[src/sv/dmt_pkg.sv]
// shared types, constants and rounding helpers of the detection marker tracker
package dmt_pkg;

  localparam int SLOT_COUNT_DEF = 16;
  localparam int COORD_BITS_DEF = 12;
  localparam int LIFE_W         = 9;
  localparam int LIFETIME_W     = 8;
  localparam int COUNT_W        = 8;
  localparam int SLOT_IDX_W     = 4;
  localparam int CMD_W          = 2;
  localparam int HALF_W         = 18;

  localparam logic [LIFETIME_W-1:0] LIFETIME_RESET = 8'd5;
  localparam logic [LIFETIME_W-1:0] LIFETIME_MIN   = 8'd2;
  localparam logic [COUNT_W-1:0]    COUNT_MAX      = 8'd255;

  localparam logic KIND_MARKER = 1'b0;
  localparam logic KIND_COUNT  = 1'b1;

  typedef enum logic [CMD_W-1:0] {
    CMD_FRAME_START = 2'd0,
    CMD_DETECT      = 2'd1,
    CMD_FRAME_END   = 2'd2,
    CMD_CLEAR       = 2'd3
  } cmd_t;

  typedef enum logic [2:0] {
    ST_IDLE,
    ST_SCAN,
    ST_DRAIN,
    ST_UPDATE,
    ST_EMIT
  } state_t;

  // bits rounded up to whole bytes
  function automatic int bytes_up(input int bits);
    return ((bits + 7) / 8) * 8;
  endfunction

  // round(s / 2), ties to even
  function automatic logic [HALF_W-1:0] half_even2(input logic [HALF_W-1:0] s);
    logic [HALF_W-1:0] q;
    q = s >> 1;
    if (s[0] && q[0]) begin
      q = q + HALF_W'(1);
    end
    return q;
  endfunction

  // round(t / 4), ties to even
  function automatic logic [HALF_W-1:0] half_even4(input logic [HALF_W-1:0] t);
    logic [HALF_W-1:0] q;
    q = t >> 2;
    if ((t[1:0] == 2'd3) || ((t[1:0] == 2'd2) && q[0])) begin
      q = q + HALF_W'(1);
    end
    return q;
  endfunction

endpackage

[src/sv/detection_marker_tracker.sv]
// top level of the detection marker tracker: command sequencer, slot scan and result register
//
// Keeps SLOT_COUNT marker slots (centre and lifetime in one ram, occupied bits in flops) and
// takes one command per transaction on the in_ stream: frame start ages the occupied slots,
// a detection gets its rounded centre and radius and refreshes the first occupied slot within
// the radius or else takes the first free slot, frame end frees expired slots and reports the
// saturating detection count, and clear frees every slot at acceptance, with no scan. Frame start,
// detection and frame end each walk every slot once through the single ram read port, one slot
// per cycle: a detection has its result after the scan, the last distance test and the slot
// update; frame end has its result after the scan; frame start is ready again after the scan
// and the last aging write. A result also waits while the output register still holds an
// earlier one. Input is accepted only between commands, while a finished result may still sit
// in the output register. The lifetime register is written with cfg_we; values below 2 are
// ignored.
module detection_marker_tracker #(
  parameter int SLOT_COUNT = dmt_pkg::SLOT_COUNT_DEF,
  parameter int COORD_BITS = dmt_pkg::COORD_BITS_DEF,
  localparam int IN_W      = dmt_pkg::bytes_up(4 * COORD_BITS),
  localparam int OUT_W     = dmt_pkg::bytes_up(3 * COORD_BITS + 15)
) (
  input  logic                              clk,
  input  logic                              rst_n,
  input  logic                              in_tvalid,
  output logic                              in_tready,
  input  logic [IN_W-1:0]                   in_tdata,  // rect_x, rect_y, rect_w, rect_h, zero fill
  input  logic [dmt_pkg::CMD_W-1:0]         in_tuser,  // command
  output logic                              out_tvalid,
  input  logic                              out_tready,
  output logic [OUT_W-1:0]                  out_tdata, // slot_index, table_full, center_x,
                                                       // center_y, radius, frame_count, zero fill
  output logic                              out_tuser, // result_kind
  input  logic                              cfg_we,
  input  logic [dmt_pkg::LIFETIME_W-1:0]    cfg_wdata
);

  import dmt_pkg::*;

  localparam int CB     = COORD_BITS;
  localparam int CW     = CB + 1;
  localparam int IW     = (SLOT_COUNT > 1) ? $clog2(SLOT_COUNT) : 1;
  localparam int WORD_W = LIFE_W + 2 * CW;
  localparam int R2_W   = 2 * CB;
  localparam int PAY_W  = SLOT_IDX_W + 1 + 2 * CW + CB + COUNT_W;
  localparam logic [IW-1:0] LAST_IDX = IW'(SLOT_COUNT - 1);

  state_t               state_r, state_nxt;
  cmd_t                 cmd_r;
  logic [LIFETIME_W-1:0] lifetime_r;
  logic [COUNT_W-1:0]   det_r;
  logic [SLOT_COUNT-1:0] used_r;

  logic [CW-1:0]        cx_r, cy_r;
  logic [CB-1:0]        rad_r;
  logic [R2_W-1:0]      r2_r;
  logic [CW-1:0]        cx_nxt, cy_nxt;
  logic [CB-1:0]        rad_nxt;

  logic [IW-1:0]        scan_idx_r;
  logic                 p1_v_r;
  logic                 p1_used_r;
  logic [IW-1:0]        p1_idx_r;

  logic                 match_r;
  logic [IW-1:0]        match_idx_r;
  logic                 free_found_r;
  logic [IW-1:0]        free_idx_r;
  logic                 res_full_r;
  logic [IW-1:0]        res_idx_r;

  logic                 out_tvalid_r;
  logic [OUT_W-1:0]     out_tdata_r;
  logic                 out_tuser_r;

  logic                 accept;
  logic                 emit_load;
  logic                 scan_step;
  logic                 ram_we;
  logic [IW-1:0]        ram_waddr;
  logic [WORD_W-1:0]    ram_wdata;
  logic [WORD_W-1:0]    ram_rdata;
  logic [CW-1:0]        slot_x, slot_y;
  logic [LIFE_W-1:0]    slot_life;
  logic                 hit_v;
  logic [IW-1:0]        hit_idx;
  logic                 dist_busy;
  logic [IW-1:0]        upd_idx;
  logic                 upd_ok;
  logic [PAY_W-1:0]     payload;

  cmd_t                 in_cmd;
  logic [CB-1:0]        in_x, in_y, in_w, in_h;

  assign in_cmd = cmd_t'(in_tuser);
  assign in_x   = in_tdata[CB-1:0];
  assign in_y   = in_tdata[2*CB-1:CB];
  assign in_w   = in_tdata[3*CB-1:2*CB];
  assign in_h   = in_tdata[4*CB-1:3*CB];

  // centre and radius, rounded half to even
  assign cx_nxt  = CW'(half_even2((HALF_W'(in_x) << 1) + HALF_W'(in_w)));
  assign cy_nxt  = CW'(half_even2((HALF_W'(in_y) << 1) + HALF_W'(in_h)));
  assign rad_nxt = CB'(half_even4(HALF_W'(in_w) + HALF_W'(in_h)));

  assign slot_x    = ram_rdata[CW-1:0];
  assign slot_y    = ram_rdata[2*CW-1:CW];
  assign slot_life = ram_rdata[WORD_W-1:2*CW];

  assign accept = in_tvalid && in_tready;

  // next state
  always_comb begin
    state_nxt = state_r;
    unique case (state_r)
      ST_IDLE: begin
        if (accept && (in_cmd != CMD_CLEAR)) begin
          state_nxt = ST_SCAN;
        end
      end
      ST_SCAN: begin
        if (scan_idx_r == LAST_IDX) begin
          state_nxt = ST_DRAIN;
        end
      end
      ST_DRAIN: begin
        if (!p1_v_r && !dist_busy) begin
          unique case (cmd_r)
            CMD_DETECT:      state_nxt = ST_UPDATE;
            CMD_FRAME_END:   state_nxt = ST_EMIT;
            default:         state_nxt = ST_IDLE;
          endcase
        end
      end
      ST_UPDATE: begin
        state_nxt = ST_EMIT;
      end
      ST_EMIT: begin
        if (emit_load) begin
          state_nxt = ST_IDLE;
        end
      end
      default: begin
        state_nxt = ST_IDLE;
      end
    endcase
  end

  assign upd_ok  = match_r || free_found_r;
  assign upd_idx = match_r ? match_idx_r : free_idx_r;

  // control outputs
  always_comb begin
    in_tready = 1'b0;
    scan_step = 1'b0;
    emit_load = 1'b0;
    ram_we    = 1'b0;
    ram_waddr = p1_idx_r;
    ram_wdata = {slot_life - LIFE_W'(1), slot_y, slot_x};
    unique case (state_r)
      ST_IDLE: begin
        in_tready = 1'b1;
      end
      ST_SCAN: begin
        scan_step = 1'b1;
      end
      ST_UPDATE: begin
        ram_we    = upd_ok;
        ram_waddr = upd_idx;
        ram_wdata = {LIFE_W'(lifetime_r), cy_r, cx_r};
      end
      ST_EMIT: begin
        emit_load = !out_tvalid_r || out_tready;
      end
      default: begin
      end
    endcase
    // frame start ages an occupied slot as its word comes back
    if (p1_v_r && (cmd_r == CMD_FRAME_START) && p1_used_r && !slot_life[LIFE_W-1]) begin
      ram_we = 1'b1;
    end
  end

  dmt_ram #(
    .WIDTH (WORD_W),
    .DEPTH (SLOT_COUNT)
  ) u_slot_ram (
    .clk   (clk),
    .we    (ram_we),
    .waddr (ram_waddr),
    .wdata (ram_wdata),
    .raddr (scan_idx_r),
    .rdata (ram_rdata)
  );

  dmt_dist #(
    .COORD_BITS (COORD_BITS),
    .IDX_W      (IW)
  ) u_dist (
    .clk       (clk),
    .rst_n     (rst_n),
    .probe_v   (p1_v_r && p1_used_r && (cmd_r == CMD_DETECT)),
    .probe_idx (p1_idx_r),
    .cx        (cx_r),
    .cy        (cy_r),
    .sx        (slot_x),
    .sy        (slot_y),
    .r2        (r2_r),
    .hit_v     (hit_v),
    .hit_idx   (hit_idx),
    .busy      (dist_busy)
  );

  always_ff @(posedge clk) begin
    if (!rst_n) begin
      state_r      <= ST_IDLE;
      cmd_r        <= CMD_FRAME_START;
      lifetime_r   <= LIFETIME_RESET;
      det_r        <= '0;
      used_r       <= '0;
      scan_idx_r   <= '0;
      p1_v_r       <= 1'b0;
      match_r      <= 1'b0;
      free_found_r <= 1'b0;
      out_tvalid_r <= 1'b0;
    end else begin
      state_r <= state_nxt;
      p1_v_r  <= scan_step;

      if (cfg_we && (cfg_wdata >= LIFETIME_MIN)) begin
        lifetime_r <= cfg_wdata;
      end

      if (accept) begin
        cmd_r        <= in_cmd;
        scan_idx_r   <= '0;
        match_r      <= 1'b0;
        free_found_r <= 1'b0;
        case (in_cmd)
          CMD_FRAME_START: det_r  <= '0;
          CMD_DETECT:      det_r  <= (det_r == COUNT_MAX) ? det_r : det_r + COUNT_W'(1);
          CMD_CLEAR:       used_r <= '0;
          default: begin
          end
        endcase
      end

      if (scan_step) begin
        if (scan_idx_r != LAST_IDX) begin
          scan_idx_r <= scan_idx_r + IW'(1);
        end
        if (!used_r[scan_idx_r] && !free_found_r) begin
          free_found_r <= 1'b1;
        end
      end

      // first match in slot order wins
      if (hit_v && !match_r) begin
        match_r <= 1'b1;
      end

      if (p1_v_r && (cmd_r == CMD_FRAME_END) && p1_used_r && slot_life[LIFE_W-1]) begin
        used_r[p1_idx_r] <= 1'b0;
      end

      if ((state_r == ST_UPDATE) && upd_ok) begin
        used_r[upd_idx] <= 1'b1;
      end

      if (emit_load) begin
        out_tvalid_r <= 1'b1;
        if (cmd_r == CMD_FRAME_END) begin
          det_r <= '0;
        end
      end else if (out_tready) begin
        out_tvalid_r <= 1'b0;
      end
    end
  end

  // payload registers
  always_ff @(posedge clk) begin
    r2_r <= R2_W'(rad_r) * R2_W'(rad_r);
    if (accept) begin
      cx_r  <= cx_nxt;
      cy_r  <= cy_nxt;
      rad_r <= rad_nxt;
    end
    if (scan_step) begin
      p1_idx_r  <= scan_idx_r;
      p1_used_r <= used_r[scan_idx_r];
      if (!used_r[scan_idx_r] && !free_found_r) begin
        free_idx_r <= scan_idx_r;
      end
    end
    if (hit_v && !match_r) begin
      match_idx_r <= hit_idx;
    end
    if (state_r == ST_UPDATE) begin
      res_full_r <= !upd_ok;
      res_idx_r  <= upd_ok ? upd_idx : '0;
    end
    if (emit_load) begin
      out_tdata_r <= OUT_W'(payload);
      out_tuser_r <= (cmd_r == CMD_FRAME_END) ? KIND_COUNT : KIND_MARKER;
    end
  end

  always_comb begin
    if (cmd_r == CMD_FRAME_END) begin
      payload = {det_r, {(PAY_W - COUNT_W){1'b0}}};
    end else begin
      payload = {COUNT_W'(0), rad_r, cy_r, cx_r, res_full_r, SLOT_IDX_W'(res_idx_r)};
    end
  end

  assign out_tvalid = out_tvalid_r;
  assign out_tdata  = out_tdata_r;
  assign out_tuser  = out_tuser_r;

endmodule

[src/sv/dmt_ram.sv]
// generic single-port-write, single-port-read ram with registered read data
module dmt_ram #(
  parameter int WIDTH = 8,
  parameter int DEPTH = 16,
  localparam int AW   = (DEPTH > 1) ? $clog2(DEPTH) : 1
) (
  input  logic             clk,
  input  logic             we,
  input  logic [AW-1:0]    waddr,
  input  logic [WIDTH-1:0] wdata,
  input  logic [AW-1:0]    raddr,
  output logic [WIDTH-1:0] rdata
);

  logic [WIDTH-1:0] mem_r [DEPTH];
  logic [WIDTH-1:0] rdata_r;

  always_ff @(posedge clk) begin
    if (we) begin
      mem_r[waddr] <= wdata;
    end
    rdata_r <= mem_r[raddr];
  end

  assign rdata = rdata_r;

endmodule

[src/sv/dmt_dist.sv]
// distance test stage: squares the offsets to one slot, then compares with radius squared
module dmt_dist #(
  parameter int COORD_BITS = 12,
  parameter int IDX_W      = 4,
  localparam int CW        = COORD_BITS + 1,
  localparam int SQ_W      = 2 * CW,
  localparam int SUM_W     = SQ_W + 1,
  localparam int R2_W      = 2 * COORD_BITS
) (
  input  logic             clk,
  input  logic             rst_n,
  input  logic             probe_v,
  input  logic [IDX_W-1:0] probe_idx,
  input  logic [CW-1:0]    cx,
  input  logic [CW-1:0]    cy,
  input  logic [CW-1:0]    sx,
  input  logic [CW-1:0]    sy,
  input  logic [R2_W-1:0]  r2,
  output logic             hit_v,
  output logic [IDX_W-1:0] hit_idx,
  output logic             busy
);

  logic [CW-1:0]    adx;
  logic [CW-1:0]    ady;
  logic             sq_v_r;
  logic [IDX_W-1:0] sq_idx_r;
  logic [SQ_W-1:0]  sqx_r;
  logic [SQ_W-1:0]  sqy_r;
  logic [SUM_W-1:0] d2;

  assign adx = (cx >= sx) ? (cx - sx) : (sx - cx);
  assign ady = (cy >= sy) ? (cy - sy) : (sy - cy);

  always_ff @(posedge clk) begin
    if (!rst_n) begin
      sq_v_r <= 1'b0;
    end else begin
      sq_v_r <= probe_v;
    end
  end

  always_ff @(posedge clk) begin
    sq_idx_r <= probe_idx;
    sqx_r    <= SQ_W'(adx) * SQ_W'(adx);
    sqy_r    <= SQ_W'(ady) * SQ_W'(ady);
  end

  assign d2      = SUM_W'(sqx_r) + SUM_W'(sqy_r);
  assign hit_v   = sq_v_r && (d2 <= SUM_W'(r2));
  assign hit_idx = sq_idx_r;
  assign busy    = sq_v_r;

endmodule
[config.mk]
export PLATFORM = sky130hd
export DESIGN_NAME = detection_marker_tracker
export DESIGN_NICKNAME = d
export VERILOG_FILES = /design/src/sv/dmt_pkg.sv /design/src/sv/detection_marker_tracker.sv /design/src/sv/dmt_ram.sv /design/src/sv/dmt_dist.sv
export SDC_FILE = /design/constraint.sdc
export NUM_CORES = 2
export LEC_CHECK = 0
export BUFFER_PORTS_ARGS = -buffer_cell sky130_fd_sc_hd__buf_2
export CELL_PAD_IN_SITES_DETAIL_PLACEMENT = 1
export CELL_PAD_IN_SITES_GLOBAL_PLACEMENT = 2
export CORE_UTILIZATION = 46
export CTS_BUF_LIST = sky130_fd_sc_hd__clkbuf_8
export CTS_CLUSTER_SIZE = 10
export DETAILED_ROUTE_END_ITERATION = 10
export HOLD_SLACK_MARGIN = 0.08
export PLACE_DENSITY = 0.91
export SLEW_MARGIN = 20
export SYNTH_ARGS = -nofsm -noshare
export SYNTH_HDL_FRONTEND = slang
export SYNTH_HIERARCHICAL = 1
export SYNTH_SLANG_ARGS = --single-unit
[constraint.sdc]
create_clock -name clk -period 9.15 [get_ports clk]
set_input_delay 1.3725 -clock clk [delete_from_list [all_inputs] [get_ports clk]]
set_output_delay 1.3725 -clock clk [all_outputs]
set_load 0.005 [all_outputs]
Yosys cells after proc, flatten, opt, wreduce, memory -nomap -nowiden. Memories as Yosys holds them, arrays and structs flattened. A register that Yosys moved wholly into a read port is not among the register bits. Cells that the tools add are included.

Multiply operators: 3. Bitwise gates (word level): 3. Div/mod/pow operators: 0. Eq/ne operators: 18. Multiplexer cells: 49. Add/subtract/negate cells: 14. Shift operators: 0. Reductions and logical operators: 39. Order comparisons: 9.

Operators with widths (count): $mux W16 (6); $mul A13 B13 Y26 (2); $mux W13 (4); $sub A13 B13 Y13 (4); $mux W35 (1); $mux W8 (4); $add A13 B12 Y14 (2); $add A26 B26 Y27 (1); $le A27 B24 Y1 (1); $add A13 B1 Y13 const B (2); $ge A13 B13 Y1 (2); $mul A12 B12 Y24 (1); $logic_and A1 B1 Y1 (21); $mux W4 (5); $mux W1 (18); $and A16 B16 Y16 (1); $not A16 Y16 (1); $or A16 B16 Y16 (1); $pmux W8 S2 (1); $lt A4 B5 Y1 const B (3); $pmux W3 S5 (1); $add A12 B12 Y13 (1); $add A11 B1 Y12 const B (1); $mux W12 (1); other kinds (25) (50).

Latch bits: 0. Memory bits (read-only): 0. Word-level logic and storage cells: 163. Input port bits: 63. Register bits: 234. Output and inout bits: 59. Memories: 1. Memory bits (writable): 560.

Memory list: u_slot_ram.mem_r (depth 16, bits a word 35, rd ports 1, clocked after memory_dff 1, wr ports 1, line dmt_ram.sv:15) `logic [WIDTH-1:0] mem_r [DEPTH];`.

Logic depth before layout (Yosys ltp).
Depth in word-level cells: 10. Mapped depth: 34. Mapped depth without buffers: 33.

Cells and area by module. Netlist, hierarchy kept.

Modules (own cells, without submodules): dmt_ram (instances 1, area each 22052.4 µm², cells an instance 914); dmt_dist (instances 1, area each 14589.0 µm², cells an instance 1743); detection_marker_tracker (instances 1, area each 13131.3 µm², cells an instance 1374).

Least setup slack after synthesis. OpenSTA, ideal clock, no wires.

Kind: reg-to-reg. Start: register cx_r[1]. End: register u_dist.sqx_r[25]. Clock period less this slack: 7.621 ns. Cell stages (with the launch flop): 32. Required time: 9.032 ns. Library setup time: 0.118 ns. Arrival: 7.503 ns. Slack: 1.529 ns. Path through: edfxtp_1 > inv_1 > ha_1 > nor2b_1 > o31ai_2 > a211oi_2 > o21a_2 > nand2b_1 > buf_2 > mux2i_1 > a31oi_1 > xnor2_1 > buf_2 > nor2_1 > fa_1 > inv_1 > fa_1 > inv_1 > fa_1 > fa_1 > inv_1 > fa_1 > inv_1 > ha_1 > and2_1 > a2111oi_0 > a211oi_1 > a31oi_1 > a21oi_1 > or2_2 > o41a_1 > xnor2_1.

Word-level cells in the longest chain between the ends: 3. Elaborated cells between the ends (all ways): 5. Those cells by class: add/sub: 2; mul: 1; order compare: 1; mux: 1.

RTL lines: from (decl) (line detection_marker_tracker.sv:52) `logic [CW-1:0] cx_r, cy_r;`; from (signal assigned) (line detection_marker_tracker.sv:283) `cx_r <= cx_nxt;`; $sub A13 B13 Y13 / $ge A13 B13 Y1 (equally long branches) (line dmt_dist.sv:32) `assign adx = (cx >= sx) ? (cx - sx) : (sx - cx);`; $mux W13 (*) (line dmt_dist.sv:32); $mul A13 B13 Y26 (*) (line dmt_dist.sv:45) `sqx_r <= SQ_W'(adx) * SQ_W'(adx);`; to (signal assigned) (line dmt_dist.sv:45); to (decl) (line dmt_dist.sv:28) `logic [SQ_W-1:0] sqx_r;`.

Every way passes the cells marked *; elsewhere a longest branch is shown, timed or not. A chain may end at the register's enable or synchronous reset.

Final worst setup path.
Start: register cx_r[9]. End: register u_dist.sqx_r[25].

The elaborated chain is that of the path after synthesis.

==> flow_metrics.py <==
metrics = {
    "status": {
        "run_status": "finished clean",
    },
    "logic_synthesis": {
        "ys_seq_area_frac": 0.4666,
        "synth.top_cell.area_share": 0.4030,
        "synth_async_sr_flop_share": 0,
        "netlist_area_um2": 49770,
        "netlist_instances": 4031,
        "ys_top_cells_by_area": "edfxtp_1, fa_1, ha_1",
        "yosysWarnings": 6,
        "synth_flop_cell": "edfxtp_1",
        "yosysTopAreaCell": "edfxtp_1",
        "ys_ff_latch": 826,
        "synth_cell_types": 103,
        "syn_area_per_cell_um2": 12.35,
        "synth-edff-count": 668,
    },
    "timing": {
        "layout_min_cycle_time_ns": 8.657,
        "setup_viol": 0,
        "slew_headroom": 0.2721,
        "postLayoutSetupSlackWorst_ns": 0.4926,
        "timing.final.crit_share": 0.9462,
        "drv_slew": 0,
        "final_hold_vios": 0,
        "final.setup_skew_ns": 0.09907,
        "tightest_slew_ns": 1.092,
        "max_clock_freq_mhz": 115.5,
    },
    "grt": {
        "antenna_found_initial": 6,
        "grt_overflow_total": 0,
        "grt_first_pass_wirelength_um": 206400,
        "global_route.usage.total": 0.2506,
        "grt_pass1_vias": 35486,
        "grt_max_degree": 123,
    },
    "worst_setup_path": {
        "critPathCaptureType": "flop",
        "critical_path_class": "flop to flop",
        "cp_top_family": "adder cells",
        "critical-path-slowest-cell": "fa_1",
        "worst-path-max-fanout": 11,
        "cp.arrival_ns": 9.39,
        "critical_path.startpoint_type": "flop",
        "critical_path_depth": 28,
        "worst_path_most_repeated_cell": "fa_1",
        "slowest_delay_ns": 0.54,
        "cp.required_ns": 9.88,
        "critical_path_buf_inv_count": 4,
        "worst_r2r_path_depth": 28,
    },
    "placed_design": {
        "pre_cts_ws_ns": 0.2213,
        "finalWeightedCongestion": 0.8800,
        "buffer_ports.inserted": 116,
        "dp_hpwl_um": 92010,
    },
    "die": {
        "die_h_um": 330.9,
        "num_io_pins": 122,
        "die_width_um": 330.9,
        "starting_density_of_the_core": 0.4643,
        "std_cell_rows": 120,
        "coreArea_um2": 107200,
        "die-area_um2": 109500,
    },
    "clock_network": {
        "clockRootBuffer": "clkbuf_8",
        "h-tree-depth": 4,
        "number_of_clock_sinks": 826,
        "cts_tree": "done",
        "clock_latency_on_the_worst_skew_pair_ns": 0.89,
        "numCtsBuffers": 136,
        "cts_max_path_bufs": 3,
        "cts.reportedPaths.clkPinSlew_ns": 0.06,
    },
    "finish": {
        "area_delta_synth_final_pct": 9.915,
        "drive_above_1_share": 0.1265,
        "final_net_count": 4908,
    },
    "detailed_routing": {
        "route.detailed.vias_per_inst": 5.622,
        "drtAntennaViolNets": 0,
        "drt_first_iter_violations": 2071,
        "dr.pass1.iters": 5,
        "drc_violation_count_after_routing": 0,
        "wire_length_per_cell_um": 23.41,
        "totalWireLength_um": 134500,
        "vias": 32290,
    },
    "min_path": {
        "whs_path_depth": 0,
        "hold_path_class": "flop to flop",
    },
    "run": {
        "drv.max_cap_violation_count": 0,
    },
}
## placed cells by master, fill, tap and decap left out, types with 55 or more instances in the layout
cell / instances
nand2_1: 323
buf_4: 56
a22oi_1: 79
inv_1: 640
o21ai_0: 88
ha_1: 338
clkbuf_8: 149
xnor2_1: 113
a21oi_1: 142
mux4_2: 88
nor2_1: 236
fa_1: 280
xor2_1: 55
buf_2: 116
edfxtp_1: 668
mux4_1: 57
and2_1: 99
dfxtp_1: 156
## final timing paths
path,from,to,slack [ns]
min reg2reg,u_dist/hit_idx[3]$_DFF_P_,match_idx_r[3]$_DFFE_PP_,0.40
max,cx_r[9]$_DFFE_PP_,u_dist/sqx_r[25]$_DFF_P_,0.49
max reg2reg,cx_r[9]$_DFFE_PP_,u_dist/sqx_r[25]$_DFF_P_,0.49
min,u_dist/hit_idx[3]$_DFF_P_,match_idx_r[3]$_DFFE_PP_,0.40
## metrics by stage
step              TNS, ns    util  area, um^2  std cells  hold slack (ns)
6_report                0  0.5103       54710       5744           0.4022
5_1_grt        -0.0006626  0.5103       54710       5743           0.4057
4_1_cts                 0  0.5095       54620       5739           0.4044
3_5_place_dp            0  0.4848       51970       5488           0.3925
3_3_place_gp            0  0.4848       51970       5488           0.3874
2_1_floorplan           0       -       49790       4036           0.3855
## layout make-up
| type | instances | area (um^2) |
|---|---|---|
| clock inverters | 102 | 600.6 |
| well taps | 1403 | 1755 |
| fillers | 11218 | 52500 |
| diodes | 2 | 5.005 |
| inverters | 600 | 2257 |
| multi-input cells | 2489 | 23790 |
| repair buffers | 173 | 1021 |
| flip-flops and latches | 826 | 23230 |
| clock buffers | 149 | 2051 |
## metal layers
layer	vias to the layer above	GRT usage	share of wire
met1	16486	0.3045	0.40
met5	-	0	0.00019
met3	309	0.03953	0.053
met2	954	0.4369	0.50
li1	14537	-	-
met4	4	0.1158	0.044
## registers in the layout (all words and copies together) (netlist names), 8 cells and up
signal and cells:
u_slot_ram/mem_r 560, cy_r 13, u_slot_ram/rdata 35, used_r 16, det_r 8, u_dist/sqx_r 25, lifetime_r 8, out_tdata 51
u_dist/sqy_r 25, cx_r 13, rad_r 12, r2_r 23
## Yosys cell counts, types with 41 or more instances
cell type / count
and2_1: 100
nand2_1: 323
fa_1: 280
a22oi_1: 79
xor2_1: 56
ha_1: 339
a21oi_1: 144
nor2b_1: 41
mux4_1: 57
edfxtp_1: 668
nor2_1: 249
nor3_1: 47
inv_1: 589
mux4_2: 88
a21o_1: 50
dfxtp_1: 158
o21ai_0: 90
xnor2_1: 115
clkbuf_1: 63
## timing repair
action | 4_1_cts | 5_1_grt
endpoints found under the setup margin | 0 | 5
buffers inserted | 0 | 3
hold buffers | 0 | 0
resized for setup | 0 | 10
## cells by family (layout without fill, tap and decap cells)
| logic type | count (synthesis) | in the layout | share of synthesized area |
|---|---|---|---|
| xor gates and xnor gates | 178 | 178 | 0.03238 |
| DFF | 826 | 826 | 0.4666 |
| adders and majority gates | 619 | 619 | 0.1978 |
| and+or+nand+nor | 941 | 941 | 0.08934 |
| other | 1 | 8 | 0.00007534 |
| AOI/OAI and AO/OA | 573 | 573 | 0.07811 |
| buffers and inverters | 721 | 1024 | 0.06000 |
| muxes | 172 | 172 | 0.07569 |
Power is left out: the tool's default activity adds up to more than one toggle a clock period on the data nets, which glitch-free logic cannot reach.
